File: config.mk
export PLATFORM = sky130hd
export DESIGN_NAME = max_priority_queue
export DESIGN_NICKNAME = d
export VERILOG_FILES = /design/src/rtl/mpq_pkg.sv /design/src/rtl/mpq_cell.sv /design/src/rtl/max_priority_queue.sv
export SDC_FILE = /design/constraint.sdc
export NUM_CORES = 2
export LEC_CHECK = 0
export ABC_AREA = 1
export BUFFER_PORTS_ARGS = -buffer_cell sky130_fd_sc_hd__buf_2
export CORE_UTILIZATION = 30
export DETAILED_ROUTE_END_ITERATION = 12
export PLACE_DENSITY_LB_ADDON = 0.12
export SYNTH_ARGS = -nofsm -noshare
export SYNTH_HDL_FRONTEND = slang
export SYNTH_SLANG_ARGS = --single-unit
export TNS_END_PERCENT = 10
File: constraint.sdc
create_clock -name clk -period 6.9 [get_ports clk]
set_input_delay 0.345 -clock clk [delete_from_list [all_inputs] [get_ports clk]]
set_output_delay 0.345 -clock clk [all_outputs]
set_load 0.05 [all_outputs]
File: src/rtl/mpq_pkg.sv
`timescale 1ns / 1ps
`default_nettype none
// ----------------------------------------------------------------------------
// mpq_pkg
// Shared sizes, status codes and the cell control bundle of the sorted
// max-priority queue.
// ----------------------------------------------------------------------------
package mpq_pkg;

  localparam int CAPACITY = 16;
  localparam int CNT_W = $clog2(CAPACITY + 1);
  localparam int VALUE_W = 32;
  localparam int COUNT_OUT_W = 5;
  localparam int STATUS_W = 2;

  localparam logic FUNC_PUSH = 1'b0;
  localparam logic FUNC_POP = 1'b1;

  localparam logic [STATUS_W-1:0] STATUS_OK = 2'd0;
  localparam logic [STATUS_W-1:0] STATUS_FULL = 2'd1;
  localparam logic [STATUS_W-1:0] STATUS_EMPTY = 2'd2;

  typedef struct packed {
    logic push;
    logic pop;
  } mpq_ctrl_t;

endpackage
`default_nettype wire

File: src/rtl/mpq_cell.sv
`timescale 1ns / 1ps
`default_nettype none
// ----------------------------------------------------------------------------
// mpq_cell
// One slot of the sorted chain: keeps its value, takes the inserted value or
// its left neighbor's value on a push, and its right neighbor's on a pop.
// ----------------------------------------------------------------------------
module mpq_cell (
  input  wire logic                               clk,
  input  wire mpq_pkg::mpq_ctrl_t                 ctrl,
  input  wire logic signed [mpq_pkg::VALUE_W-1:0] ins_value,
  input  wire logic                               occ,
  input  wire logic                               left_keep,
  input  wire logic signed [mpq_pkg::VALUE_W-1:0] left_value,
  input  wire logic signed [mpq_pkg::VALUE_W-1:0] right_value,
  output logic                                    keep,
  output logic signed [mpq_pkg::VALUE_W-1:0]      value,
  output logic signed [mpq_pkg::VALUE_W-1:0]      value_nxt
);

  logic signed [mpq_pkg::VALUE_W-1:0] value_r;

  assign keep = occ && (value_r > ins_value);
  assign value = value_r;

  always_comb begin
    value_nxt = value_r;
    if (ctrl.push) begin
      if (!keep) begin
        value_nxt = left_keep ? ins_value : left_value;
      end
    end else if (ctrl.pop) begin
      value_nxt = right_value;
    end
  end

  always_ff @(posedge clk) begin
    value_r <= value_nxt;
  end

endmodule
`default_nettype wire

File: src/rtl/max_priority_queue.sv
`timescale 1ns / 1ps
`default_nettype none
// ----------------------------------------------------------------------------
// max_priority_queue
// Bounded max-priority queue of signed values held sorted in a cell chain.
// ----------------------------------------------------------------------------
// Each input beat is a push or a pop and yields one output beat carrying the
// largest stored value, the count, an empty flag and a status. Every cell
// compares against the pushed value in parallel and all cells shift together,
// so the block takes one beat per clock cycle whenever the output side accepts
// results; a beat's result is registered and appears in the cycle after it is
// taken, and the output register holds a stalled result while the input waits.
module max_priority_queue (
  input  wire logic        clk,
  input  wire logic        rst_n,
  input  wire logic        in_tvalid,
  output logic             in_tready,
  input  wire logic [31:0] in_tdata,  // value[31:0]
  input  wire logic [0:0]  in_tuser,  // func[0]
  output logic             out_tvalid,
  input  wire logic        out_tready,
  output logic [39:0]      out_tdata  // top_value[31:0], count[36:32], empty_res[37],
                                      // status[39:38]
);

  localparam int N = mpq_pkg::CAPACITY;
  localparam int CW = mpq_pkg::CNT_W;
  localparam int VW = mpq_pkg::VALUE_W;

  logic [CW-1:0] count_r, count_nxt;
  logic out_valid_r;
  logic signed [VW-1:0] top_r;
  logic [mpq_pkg::COUNT_OUT_W-1:0] cnt_out_r;
  logic empty_r;
  logic [mpq_pkg::STATUS_W-1:0] status_r, status_nxt;

  logic in_accept, full, empty, push_req, pop_req;
  mpq_pkg::mpq_ctrl_t ctrl;
  logic signed [VW-1:0] ins_value;

  logic [N-1:0] occ, keep;
  logic signed [VW-1:0] cell_value [N];
  logic signed [VW-1:0] cell_value_nxt [N];

  assign in_tready = !out_valid_r || out_tready;
  assign in_accept = in_tvalid && in_tready;
  assign ins_value = in_tdata;
  assign full = (count_r == CW'(N));
  assign empty = (count_r == '0);
  assign push_req = in_accept && (in_tuser[0] == mpq_pkg::FUNC_PUSH);
  assign pop_req = in_accept && (in_tuser[0] == mpq_pkg::FUNC_POP);
  assign ctrl.push = push_req && !full;
  assign ctrl.pop = pop_req && !empty;

  for (genvar i = 0; i < N; i++) begin : g_cell
    logic l_keep;
    logic signed [VW-1:0] l_val, r_val;

    assign occ[i] = (CW'(i) < count_r);
    if (i == 0) begin : g_head
      assign l_keep = 1'b1;
      assign l_val = ins_value;
    end else begin : g_body
      assign l_keep = keep[i-1];
      assign l_val = cell_value[i-1];
    end
    if (i == N - 1) begin : g_tail
      assign r_val = cell_value[i];
    end else begin : g_inner
      assign r_val = cell_value[i+1];
    end

    mpq_cell u_cell (
      .clk        (clk),
      .ctrl       (ctrl),
      .ins_value  (ins_value),
      .occ        (occ[i]),
      .left_keep  (l_keep),
      .left_value (l_val),
      .right_value(r_val),
      .keep       (keep[i]),
      .value      (cell_value[i]),
      .value_nxt  (cell_value_nxt[i])
    );
  end

  always_comb begin
    count_nxt = count_r;
    status_nxt = mpq_pkg::STATUS_OK;
    if (ctrl.push) begin
      count_nxt = count_r + CW'(1);
    end else if (ctrl.pop) begin
      count_nxt = count_r - CW'(1);
    end else if (push_req) begin
      status_nxt = mpq_pkg::STATUS_FULL;
    end else if (pop_req) begin
      status_nxt = mpq_pkg::STATUS_EMPTY;
    end
  end

  always_ff @(posedge clk) begin
    if (!rst_n) begin
      count_r <= '0;
      out_valid_r <= 1'b0;
    end else begin
      if (in_accept) begin
        count_r <= count_nxt;
        out_valid_r <= 1'b1;
      end else if (out_tready) begin
        out_valid_r <= 1'b0;
      end
    end
  end

  always_ff @(posedge clk) begin
    if (in_accept) begin
      top_r <= (count_nxt == '0) ? '0 : cell_value_nxt[0];
      cnt_out_r <= mpq_pkg::COUNT_OUT_W'(count_nxt);
      empty_r <= (count_nxt == '0);
      status_r <= status_nxt;
    end
  end

  assign out_tvalid = out_valid_r;
  assign out_tdata = {status_r, empty_r, cnt_out_r, top_r};

  a_count_bound: assert property (@(posedge clk) disable iff (!rst_n)
    count_r <= CW'(N))
    else $error("queue count exceeds capacity");

  a_push_grows: assert property (@(posedge clk) disable iff (!rst_n)
    ctrl.push |=> count_r == $past(count_r) + CW'(1))
    else $error("accepted push did not grow the queue");

  a_empty_top_zero: assert property (@(posedge clk) disable iff (!rst_n)
    out_valid_r && empty_r |-> top_r == '0)
    else $error("empty result carries a nonzero top value");

  a_pop_empty_flag: assert property (@(posedge clk) disable iff (!rst_n)
    pop_req && empty |=> status_r == mpq_pkg::STATUS_EMPTY && empty_r)
    else $error("pop on empty queue not flagged");

endmodule
`default_nettype wire

==> summary.txt <==
Worst setup path
  • Cell family with most CP delay: buffers and inverters
  • Crit-path max cell delay: 0.85 ns
  • Bufs and invs on worst path: 5
  • Crit path required time: 7.20 ns
  • Endpoint type of the worst setup path: flop
  • Worst-path fanout max: 33
  • Worst Path Arrival: 5.23 ns
  • Most frequent CP cell: nand2_1
  • Slowest-stage cell, CP: nand3_2
  • Sequence of cells on the critical path: dlygate4sd3_1 -> buf_2 -> clkinv_1 -> buf_4 -> ha_1 -> nand2_1 -> nor2_1 -> nor3_1 -> nand2_1 -> nand2_1 -> nand2_1 -> nand2_1 -> nand3_2 -> nand3_2 -> nand2_1 -> nand2_1 -> buf_4
  • Worst setup SP type: input pin
  • Critical path class: input pin to flop

Power and ir drop
  • Switching share of power: 0.401
  • Maximum vdd drop: between 0.15 and 0.2 mV
  • Overall Power: 13.9 mW
  • Clock power share: 0.301
  • NetSw: 5.59 mW
  • Int Pwr: ~8.4 mW
  • LEAKAGE: 23.0 nW
  • PD cells: 289 nW/µm²
  • Sequential share of power: 0.364
  • Comb power frac: 0.335

Drt
  • # DRC: 0
  • Wire per inst: 24.1 µm
  • Antenna viol nets, final: 0
  • DR pass1 iterations: 8
  • Vias: 40400
  • Via/cell ratio: around 5.4
  • Iter 0 DRT Violations: 3821
  • Final WL: 182 mm

Clock network
  • H-tree levels: 3
  • Clock buffer depth: 3
  • Num CTS Buffers: 76
  • Clk sink count: 558
  • Reg clk slew, reported paths: 0.06 ns
  • CTS root buf: clkbuf_16
  • Worst skew pair latency: 0.68 ns
  • Cts repair resizes: 0
  • Hold Buf Count CTS: 6
  • CTS tree: yes
  • Post-CTS Setup Bufs: 0

Timing
  • Post-route minimum period: around 4.9 ns
  • Hold Fails Final Rpt: 0
  • Fin crit share: 0.714
  • Skew final: 0.0283 ns
  • Least-Margin Pin Slew: 1.08 ns
  • FMAX: 203 MHz
  • RSZ-0062 raised after global routing: false
  • Slew HR: 0.277
  • Final Slew Violations: 0
  • Setup Viol. Count Final: 0
  • Post-route setup TNS: 0 ns

Logic synthesis
  • Xor/xnor share of the synthesized area: 0.000611
  • Syn nets: 6182
  • FF+latch count, synth: 558
  • Post-synthesis sequential area ratio: 0.381
  • Post-synthesis instance area: roughly 43000 µm²
  • Post-synthesis adder-cell area fraction: 0.150
  • Yosys warning count: 0
  • Synth Area per Inst: ~7.6 µm²
  • Yosys cell types: 43
  • Post-Synthesis Cells: 5630
  • Simple-gate share of the synthesized area: 0.319
  • Async SR Flop Fraction: 0
  • Synth Area in Compound Gates: 0.0661
  • Mux contribution to synthesized area: 0
  • Synth Flop Type: edfxtp_1
  • EDFF count, synth: 520
  • Largest family of logic cells by synthesized area: simple AND/OR/NAND/NOR gates

Global route
  • Total track usage: 0.246
  • First-pass GRT wire length: about 270 mm
  • Initial antenna violation count: 10
  • Largest net degree at the start of global routing: between 150 and 200
  • Vias in the first global route: 39400
  • GRT overflow: 0

Placement
  • Post-DP HPWL: about 130 mm
  • Buffers on Ports: 78
  • GPL Wtd Cong: roughly 0.86
  • Inst Count DP: between 7000 and 8000

Cells and area
  • Count of non-filler cells in the finished layout: 7546
  • Area growth, synth to finish: 12.2%
  • Utilization after layout: 0.340
  • FILL cells: 15300
  • Layout cell share with drive strength beyond 1: 0.0722
  • Nets: 6149

Floorplan
  • Die Area: between 100000 and 150000 µm²
  • Site Rows: about 140
  • Die Wd: 381 µm
  • Num ports: 79
  • CORE AREA: between 100000 and 150000 µm²
  • Die Span Y: 381 µm
  • Starting Density: 0.303

Min path
  • Hold/Removal Path Class: input pin to flop

Job
  • Max_cap viols: 0

Run status
  • Status: completed
-- metal layers --
layer / up-vias / global-route usage / wire length (µm)
li1: 19200 / - / -
met1: 19700 / 0.326 / 79400
met2: 1286 / 0.414 / 86900
met3: 257 / 0.0337 / 10500
met4: 4 / 0.0683 / 5030
met5: - / 0.00661 / 139
-- state kept, by name, summed over array words and instances, names as in the netlist --
name,flops
cnt_out_r,5
g_cell.u_cell.value,512
status_r,2
top_r,32
empty_r,1
count_r,5
out_tvalid,1
-- logic make-up (layout without fill, tap and decap cells) --
kind of cell,count (synthesis),in the layout
adders and majority gates,515,515
other,0,2
and+or+nand+nor,3099,3099
DFF,558,558
AOI/OAI and AO/OA,529,529
xor gates and xnor gates,3,3
buffers and inverters,926,950
-- cell type report --
cell class	count	area, µm²	share of cell area
Antenna cell	2	5.00	0.000104
Timing Repair Buffer	216	1580	0.0327
Tap cell	1890	2360	0.0490
Clock buffer	93	2060	0.0426
Clock inverter	42	487	0.0101
Inverter	599	2260	0.0467
Sequential cell	558	16400	0.339
Multi-Input combinational cell	4146	23100	0.479
-- final timing paths --
check | start | to | slack [ns] | cells past startpoint
max reg2reg | count_r[1] | top_r[14] | 2.32 | 14
min | in_tdata[7] | g_cell[1].u_cell.value[7] | 0.07 | 3
max | in_tdata[6] | g_cell[10].u_cell.value[3] | 1.97 | 17
min reg2reg | g_cell[0].u_cell.value[0] | g_cell[0].u_cell.value[0] | 0.49 | 2
-- stage by stage --
step | setup slack (ns) | area [µm²] | hold WS, ns
2_1_floorplan | 2.35 | 43000 | 0.454
3_3_place_gp | 1.97 | 45600 | 0.471
3_5_place_dp | 1.95 | 45600 | 0.478
4_1_cts | 2.09 | 48300 | 0.0186
5_1_grt | 1.71 | 48300 | 0.0361
6_report | 1.97 | 48300 | 0.0701
-- synthesized netlist by cell type, types with 14 or more instances --
library cell / instances / area (µm²)
o21ai_1: 39 / 195
o21a_1: 24 / 180
nor2_1: 147 / 552
buf_1: 26 / 97.6
dfxtp_1: 38 / 761
buf_2: 62 / 310
nand3_1: 578 / 2890
nor3_1: 34 / 170
inv_1: 585 / 2200
ha_1: 515 / 6440
o21ai_0: 67 / 335
a21oi_1: 354 / 1770
clkbuf_1: 231 / 867
inv_2: 14 / 52.6
nand2_1: 1867 / 7010
o211ai_1: 19 / 143
nand4_1: 424 / 2650
edfxtp_1: 520 / 15600
-- power by group through the flow --
| stage | sequential, mW | clock [mW] | combinational (mW) |
|---|---|---|---|
| 6_report | 5.07 | 4.20 | 4.67 |
| 5_1_grt | 5.12 | 4.38 | 5.21 |
| 4_1_cts | 5.08 | 4.29 | 4.66 |
| 2_1_floorplan | 5.06 | 0 | 3.03 |
| 3_5_place_dp | 5.14 | 0 | 4.63 |
| 3_3_place_gp | 5.14 | 0 | 4.60 |
-- cell usage in the layout (no fill, tap or decap), drive strengths merged, types with 10 or more instances in the layout --
| cell type | Yosys | routed |
|---|---|---|
| nor2 | 148 | 148 |
| clkbuf | 231 | 93 |
| o21a | 24 | 24 |
| a21oi | 357 | 357 |
| bufinv | 0 | 10 |
| dfxtp | 38 | 38 |
| o211ai | 19 | 19 |
| inv | 599 | 592 |
| a31oi | 10 | 10 |
| clkinv | 0 | 35 |
| o21ai | 106 | 106 |
| ha | 515 | 515 |
| edfxtp | 520 | 520 |
| nand3 | 588 | 588 |
| nand4 | 425 | 425 |
| nor4 | 13 | 13 |
| buf | 96 | 210 |
| nand2 | 1872 | 1872 |
| nor3 | 36 | 36 |
-- tightest hold or removal path, stage by stage --
cell,delay (ns)
buf_2,0.15
o21ai_1,0.08
nand2_1,0.05
No activity file was read; power rests on OpenSTA's default activity.
